## config.mk

```make
export PLATFORM = sky130hd
export DESIGN_NAME = utf8_sanitizer_core
export DESIGN_NICKNAME = d
export VERILOG_FILES = /design/src/rtl/core/utf8s_pkg.sv /design/src/rtl/core/utf8s_decode.sv /design/src/rtl/core/utf8s_queue.sv /design/src/rtl/core/utf8_sanitizer_core.sv
export SDC_FILE = /design/constraint.sdc
export NUM_CORES = 1
export LEC_CHECK = 0
export BUFFER_PORTS_ARGS = -buffer_cell sky130_fd_sc_hd__buf_4
export CORE_MARGIN = 3
export CORE_UTILIZATION = 60
export DETAILED_ROUTE_END_ITERATION = 7
export PLACE_DENSITY = 0.77
export SLEW_MARGIN = 30
export SYNTH_ARGS = -nofsm -noshare
export SYNTH_HDL_FRONTEND = slang
export SYNTH_SLANG_ARGS = --single-unit
```

## constraint.sdc

```tcl
create_clock -name aclk -period 6.9 [get_ports aclk]
set_input_delay 1.035 -clock aclk [delete_from_list [all_inputs] [get_ports aclk]]
set_output_delay 1.035 -clock aclk [all_outputs]
set_load 0.05 [all_outputs]
```

## src/rtl/core/utf8s_pkg.sv

```systemverilog
package utf8s_pkg;

    localparam logic [7:0] REPL_BYTE = 8'd63;   // '?'

    localparam logic [1:0] CONT_TAG  = 2'b10;
    localparam logic [2:0] LEAD2_TAG = 3'b110;
    localparam logic [3:0] LEAD3_TAG = 4'b1110;
    localparam logic [4:0] LEAD4_TAG = 5'b11110;

    localparam int MAX_RES   = 4;
    localparam int QDEPTH    = 8;
    localparam int QPTR_W    = $clog2(QDEPTH);
    localparam int QCNT_W    = $clog2(QDEPTH + 1);
    localparam int RESN_W    = $clog2(MAX_RES + 1);

    typedef struct packed {
        logic [7:0] data;
        logic       replaced;
        logic       run_end;
        logic       string_end;
    } res_t;

    // up to four results made by one input word
    typedef struct packed {
        res_t [MAX_RES-1:0] item;
        logic [RESN_W-1:0]  n;
    } res_group_t;

    function automatic logic [2:0] lead_length(input logic [7:0] b);
        logic [2:0] len;
        len = 3'd0;
        if (b[7:5] == LEAD2_TAG) begin
            len = 3'd2;
        end else if (b[7:4] == LEAD3_TAG) begin
            len = 3'd3;
        end else if (b[7:3] == LEAD4_TAG) begin
            len = 3'd4;
        end
        return len;
    endfunction

endpackage

```

## src/rtl/core/utf8s_decode.sv

```systemverilog
module utf8s_decode (
    input  logic                  aclk,
    input  logic                  aresetn,
    input  logic                  accept,
    input  logic [7:0]            in_byte,
    input  logic                  in_last,
    output utf8s_pkg::res_group_t group
);
    import utf8s_pkg::*;

    logic [7:0] held_reg [3];
    logic [7:0] held_next [3];
    logic [1:0] held_count_reg, held_count_next;
    logic [2:0] seq_len_reg, seq_len_next;

    logic       is_cont;
    logic       fresh;
    logic [2:0] len;

    assign is_cont = (in_byte[7:6] == CONT_TAG);
    assign len     = lead_length(in_byte);

    always_comb begin
        logic [RESN_W-1:0] n;
        res_t              r [MAX_RES];
        for (int k = 0; k < MAX_RES; k++) begin
            r[k] = '0;
        end
        n               = '0;
        fresh           = 1'b1;
        held_next       = held_reg;
        held_count_next = held_count_reg;
        seq_len_next    = seq_len_reg;

        if (held_count_reg != 2'd0) begin
            if (is_cont) begin
                fresh = 1'b0;
                if ({1'b0, held_count_reg} + 3'd1 >= seq_len_reg) begin
                    // sequence complete: release it unchanged
                    for (int k = 0; k < 3; k++) begin
                        if (2'(k) < held_count_reg) begin
                            r[k].data = held_reg[k];
                        end
                    end
                    n = RESN_W'(held_count_reg);
                    r[n[1:0]].data = in_byte;
                    n = n + RESN_W'(1);
                    held_count_next = 2'd0;
                    seq_len_next    = 3'd0;
                end else if (in_last) begin
                    for (int k = 0; k < 3; k++) begin
                        if (2'(k) < held_count_reg) begin
                            r[k].data     = REPL_BYTE;
                            r[k].replaced = 1'b1;
                        end
                    end
                    n = RESN_W'(held_count_reg);
                    r[n[1:0]].data     = REPL_BYTE;
                    r[n[1:0]].replaced = 1'b1;
                    n = n + RESN_W'(1);
                    held_count_next = 2'd0;
                    seq_len_next    = 3'd0;
                end else begin
                    // absorb continuation
                    held_next[held_count_reg] = in_byte;
                    held_count_next = held_count_reg + 2'd1;
                end
            end else begin
                // broken sequence: replace everything held
                for (int k = 0; k < 3; k++) begin
                    if (2'(k) < held_count_reg) begin
                        r[k].data     = REPL_BYTE;
                        r[k].replaced = 1'b1;
                    end
                end
                n = RESN_W'(held_count_reg);
                held_count_next = 2'd0;
                seq_len_next    = 3'd0;
            end
        end

        if (fresh) begin
            if (!in_byte[7]) begin
                r[n[1:0]].data = in_byte;
                n = n + RESN_W'(1);
            end else if (len != 3'd0 && !in_last) begin
                held_next[0]    = in_byte;
                held_count_next = 2'd1;
                seq_len_next    = len;
            end else begin
                r[n[1:0]].data     = REPL_BYTE;
                r[n[1:0]].replaced = 1'b1;
                n = n + RESN_W'(1);
            end
        end

        if (n != '0) begin
            r[n[1:0] - 2'd1].run_end    = 1'b1;
            r[n[1:0] - 2'd1].string_end = in_last;
        end

        // nothing stays held past the end of a string
        if (in_last) begin
            held_count_next = 2'd0;
            seq_len_next    = 3'd0;
        end

        for (int k = 0; k < MAX_RES; k++) begin
            group.item[k] = r[k];
        end
        group.n = n;
    end

    always_ff @(posedge aclk) begin
        if (!aresetn) begin
            held_count_reg <= 2'd0;
            seq_len_reg    <= 3'd0;
            held_reg       <= '{default: '0};
        end else if (accept) begin
            held_count_reg <= held_count_next;
            seq_len_reg    <= seq_len_next;
            held_reg       <= held_next;
        end
    end

    a_held_len: assert property (@(posedge aclk) disable iff (!aresetn)
        held_count_reg != 2'd0 |-> seq_len_reg > {1'b0, held_count_reg})
        else $error("held count not below sequence length");

    a_seq_len_range: assert property (@(posedge aclk) disable iff (!aresetn)
        held_count_reg != 2'd0 |-> seq_len_reg >= 3'd2 && seq_len_reg <= 3'd4)
        else $error("held sequence length out of range");

    a_last_clears: assert property (@(posedge aclk) disable iff (!aresetn)
        accept && in_last |=> held_count_reg == 2'd0)
        else $error("bytes still held after end of string");

endmodule

```

## src/rtl/core/utf8s_queue.sv

```systemverilog
module utf8s_queue (
    input  logic                  aclk,
    input  logic                  aresetn,
    input  logic                  push,
    input  utf8s_pkg::res_group_t group,
    output logic                  room,
    output logic                  out_valid,
    input  logic                  out_ready,
    output utf8s_pkg::res_t       out_item
);
    import utf8s_pkg::*;

    res_t              mem [QDEPTH];
    logic [QPTR_W-1:0] wr_ptr_reg, rd_ptr_reg;
    logic [QCNT_W-1:0] count_reg, count_next;
    logic [RESN_W-1:0] push_n;
    logic              pop;

    assign push_n    = push ? group.n : '0;
    assign out_valid = (count_reg != '0);
    assign pop       = out_valid && out_ready;
    assign out_item  = mem[rd_ptr_reg];
    // a full group must always fit
    assign room      = (count_reg <= QCNT_W'(QDEPTH - MAX_RES));

    assign count_next = count_reg + QCNT_W'(push_n) - QCNT_W'(pop);

    always_ff @(posedge aclk) begin
        if (!aresetn) begin
            wr_ptr_reg <= '0;
            rd_ptr_reg <= '0;
            count_reg  <= '0;
        end else begin
            wr_ptr_reg <= wr_ptr_reg + QPTR_W'(push_n);
            rd_ptr_reg <= rd_ptr_reg + QPTR_W'(pop);
            count_reg  <= count_next;
        end
    end

    always_ff @(posedge aclk) begin
        for (int k = 0; k < MAX_RES; k++) begin
            if (RESN_W'(k) < push_n) begin
                mem[wr_ptr_reg + QPTR_W'(k)] <= group.item[k];
            end
        end
    end

    a_no_overflow: assert property (@(posedge aclk) disable iff (!aresetn)
        count_reg <= QCNT_W'(QDEPTH))
        else $error("result queue overflow");

    a_push_room: assert property (@(posedge aclk) disable iff (!aresetn)
        push |-> room)
        else $error("word taken without room for its results");

    a_count_track: assert property (@(posedge aclk) disable iff (!aresetn)
        push && !pop |=> count_reg == $past(count_reg) + QCNT_W'($past(push_n)))
        else $error("queue count lost track of pushed results");

endmodule

```

## src/rtl/core/utf8_sanitizer_core.sv

```systemverilog
// UTF-8 sanitizer core.
// Slave channel s_*: one raw byte per word, s_tlast on the final byte of a
// string. Master channel m_*: one repaired byte per word; m_tuser[0] marks a
// byte replaced by '?', m_tuser[1] marks the last result made by an input
// byte, m_tlast marks the final result of the string.
// Lead bytes and their continuations are held until the sequence completes
// and then leave unchanged; broken or cut-off sequences and stray bytes
// leave as '?'. Output byte count equals input byte count.
// A result is written into the result queue and reaches m_tdata from its head.
// Throughput: one input byte per cycle, one result per cycle; a byte may
// release up to four results, which drain through an eight-entry result
// queue. s_tready is low while more than four results wait, so a stalled
// receiver backs up into the slave side without loss.
// Reset (aresetn low, synchronous) empties the queue and drops held bytes.
module utf8_sanitizer_core (
    input  logic       aclk,
    input  logic       aresetn,
    input  logic       s_tvalid,
    output logic       s_tready,
    input  logic [7:0] s_tdata,   // [7:0] in_byte
    input  logic       s_tlast,   // in_last
    output logic       m_tvalid,
    input  logic       m_tready,
    output logic [7:0] m_tdata,   // [7:0] out_byte
    output logic [1:0] m_tuser,   // [0] out_replaced, [1] run_end
    output logic       m_tlast    // string_end
);
    import utf8s_pkg::*;

    logic       accept;
    res_group_t group;
    res_t       head;

    assign accept = s_tvalid && s_tready;

    utf8s_decode u_decode (
        .aclk    (aclk),
        .aresetn (aresetn),
        .accept  (accept),
        .in_byte (s_tdata),
        .in_last (s_tlast),
        .group   (group)
    );

    utf8s_queue u_queue (
        .aclk      (aclk),
        .aresetn   (aresetn),
        .push      (accept),
        .group     (group),
        .room      (s_tready),
        .out_valid (m_tvalid),
        .out_ready (m_tready),
        .out_item  (head)
    );

    assign m_tdata = head.data;
    assign m_tuser = {head.run_end, head.replaced};
    assign m_tlast = head.string_end;

endmodule

```

==> key figures <==
Yosys
  • Seq/Total Area, Yosys: 36.4%
  • Netlist cell types: 77
  • Syn_area_per_cell: 9.36 um^2
  • Mapped Area: 0.00940 mm^2
  • Post-synth EDFFs: 88
  • Synthesized Nets: 1040
  • Asr flop ratio synth: 0%
  • #FFs+latches synth: 127
  • Primary FF master, synth: edfxtp_1
  • Yosys warns: 0
  • Syn Inst Count: 1005

Power
  • P_int: 1620 uW
  • Worst vdd ir: 0.000184 V
  • Power Total: 2490 uW
  • Switching Fraction: 35.0%
  • Power share of the combinational group: 30.7%
  • Sequential Power Share: 35.8%
  • Clock group share of total power: 33.5%
  • Leak Pwr: 0.00334 uW
  • Pwr dens: 244 mW/mm^2
  • Net Switching: 872 uW

Cells and area
  • Nets: 1038
  • Final instance area: 0.0102 mm^2
  • Layout cells sized above 1: 17.0%
  • Multi-input logic area: 0.00556 mm^2
  • Most common cell after layout, fill and taps aside: nand2_1
  • Sequential cell area: 0.00342 mm^2
  • Most frequent cells in the layout: nand2_1, edfxtp_1, nor2_1
  • Antenna cells: 0
  • # fillers: 1233
  • Area Overhead vs Synth: 8.67%

Timing
  • Slew @ Worst Pin: 1.10 ns
  • Final setup vio count: 0
  • RSZ-0062 raised after global routing: false
  • Setup TNS: 0 ns
  • PnR worst setup slack: 1.38 ns
  • Final Cycle Share: 80.0%
  • Hold_ws: 0.435 ns
  • Fmax: 181 MHz
  • Final hold violations: 0
  • Relative slew margins: 26.4%
  • Clock skew: 0.00621 ns
  • Minimum clock period after layout: 5.52 ns
  • Slew Viols, Final: 0

Clock network
  • Clk Latency, worst-skew pair: 0.44 ns
  • TritonCTS clock tree: yes
  • Htree depth: 4
  • Sink Count: 127
  • Post-CTS Setup Inserts: 0
  • CTS Buf Count: 17
  • Hold-fix buffers, CTS: 0
  • Post-cts resize count: 0
  • Max clock buf depth: 2
  • CTS Root Cell: clkbuf_16
  • Clk slew on worst S/H paths: 0.06 ns

Placed design
  • Post-DP Area: 0.00964 mm^2
  • IO buf count: 25
  • Final Wtd Congestion: 1.02
  • Post-place setup slack: 1.41 ns
  • DPL Wire Length: 20.5 mm

Drt
  • Vias/cell: 7.00
  • DRT Pass-1 Iters: 6
  • Wirelength per Cell: 23.9 um
  • Final antenna-violating net count: 0
  • Vias: 8584
  • DRC marker count from the first detailed-route iteration: 1461
  • DR DRC count: 0
  • Final wirelength: 29.3 mm

Setup path
  • Worst path slowest cell: a2111oi_4
  • CP endpoint kind: flop
  • Most numerous cell on the critical path: ha_1
  • Cell family contributing the most delay on the critical path: compound AO/OA/AOI/OAI gates
  • Critical R2R Launch: u_decode.held_count_reg[1]
  • CP max FO: 19
  • CP arrival: 5.60 ns
  • Reg2reg setup slack: 1.38 ns
  • Worst reg2reg path depth: 10
  • Critical path type: flop to flop
  • Critical Path RT: 6.97 ns
  • Worst path max stage delay: 0.90 ns
  • Reg2reg end: u_queue.mem[5][0]
  • WP buf/inv: 0
  • Startpoint Class: flop
  • Cell Chain, Critical Path: ha_1 > ha_1 > a21oi_1 > o21a_1 > a211o_1 > ha_1 > a211o_1 > o21a_1 > a2111oi_4 > a311o_1

Die
  • Initial core utilization: 61.6%
  • Core footprint: 0.0153 mm^2
  • I/O pin total: 26
  • Row Count: 45
  • Die Y: 131 um
  • Die Wd: 131 um
  • Full die area: 0.0172 mm^2

Outcome
  • Outcome: finished, final reports clean

Worst hold path
  • WHS Path Cells: 2
  • Worst hold path class: flop to flop

Global route
  • Number of global-route vias before repair: 7994
  • GRT Overall Usage: 34.0%
  • Total grt overflow: 0
  • First-pass GRT wire length: 45.8 mm
  • Initial antenna violation count: 0
  • Largest net degree at the start of global routing: 38

Flow run
  • Max Cap Violations: 0
-- worst register-to-register path: stages, from the launching register on --
cell and delay (ns):
dfxtp_1 0.63, ha_1 0.52, ha_1 0.35, a21oi_1 0.23, o21a_1 0.55, a211o_1 0.41, ha_1 0.32, a211o_1 0.29
o21a_1 0.38, a2111oi_4 0.90, a311o_1 0.57
-- how the worst max path moves through the flow --
stage                               start           endpoint  slack (ns)  cells past startpoint
5_1_grt        u_decode.held_count_reg[1]  u_queue.mem[5][0]        1.05                     10
3_3_place_gp   u_decode.held_count_reg[1]  u_queue.mem[6][4]        1.63                     10
4_1_cts        u_decode.held_count_reg[1]  u_queue.mem[6][2]        1.40                     10
2_1_floorplan  u_decode.held_count_reg[1]  u_queue.mem[2][0]        2.32                     15
6_report       u_decode.held_count_reg[1]  u_queue.mem[5][0]        1.38                     10
3_5_place_dp   u_decode.held_count_reg[1]  u_queue.mem[6][5]        1.41                     10
-- power groups by stage --
stage / Sequential (uW) / Clock (uW) / Combinational (uW)
6_report: 893 / 834 / 765
5_1_grt: 897 / 869 / 825
4_1_cts: 893 / 833 / 760
3_5_place_dp: 909 / 0 / 758
3_3_place_gp: 907 / 0 / 744
2_1_floorplan: 898 / 0 / 580
-- cell usage after synthesis (8+ instances only) --
library cell / n / area [um^2]
mux2_2: 38 / 428
o21ai_0: 55 / 275
o221ai_1: 8 / 70.1
nand2_1: 128 / 480
clkbuf_1: 34 / 128
a21oi_1: 50 / 250
edfxtp_1: 88 / 2640
and2_1: 14 / 87.6
nand3_1: 28 / 140
nand2b_1: 9 / 56.3
mux4_2: 22 / 495
buf_2: 14 / 70.1
nor2_1: 87 / 327
a22oi_1: 47 / 353
o21ai_1: 22 / 110
mux2i_1: 29 / 290
inv_1: 28 / 105
dfxtp_1: 39 / 781
o21a_1: 10 / 75.1
nor2b_1: 22 / 138
a211oi_1: 19 / 143
o22ai_1: 19 / 119
a31oi_1: 8 / 50.1
o211ai_1: 23 / 173
nor3_1: 11 / 55.1
ha_1: 20 / 250
-- metal layers --
layer,up-vias,global-route usage (%),wire [um]
met5,-,0,0
met3,122,8.61,3550
met4,0,15.1,1260
met2,664,53.1,13200
li1,3821,-,-
met1,3977,44.9,11300
-- layout make-up --
class,instances,share of cell area [%]
clock buffers,18,4.21
clock inverters,14,1.00
inverters,30,1.10
multi-input cells,783,54.4
flip-flops and latches,127,33.5
well taps,211,2.58
repair buffers,44,3.16
-- cell families (layout without fill, tap and decap cells) --
| group | after synthesis | count (layout) | synth area share [%] |
|---|---|---|---|
| xor gates and xnor gates | 11 | 11 | 1.02 |
| DFF | 127 | 127 | 36.4 |
| and+or+nand+nor | 347 | 347 | 17.7 |
| muxes | 89 | 89 | 12.9 |
| adders and majority gates | 22 | 22 | 3.09 |
| buffers and inverters | 95 | 106 | 4.78 |
| AOI/OAI and AO/OA | 314 | 314 | 24.1 |
-- per-stage QoR --
step                      std cells  util, %
after floorplan                1005        -
after global placement         1189     63.1
after detailed placement       1189     63.2
after CTS                      1221     66.7
after global routing           1227     67.0
final                          1227     67.0
(Power assumes the default switching activity.)
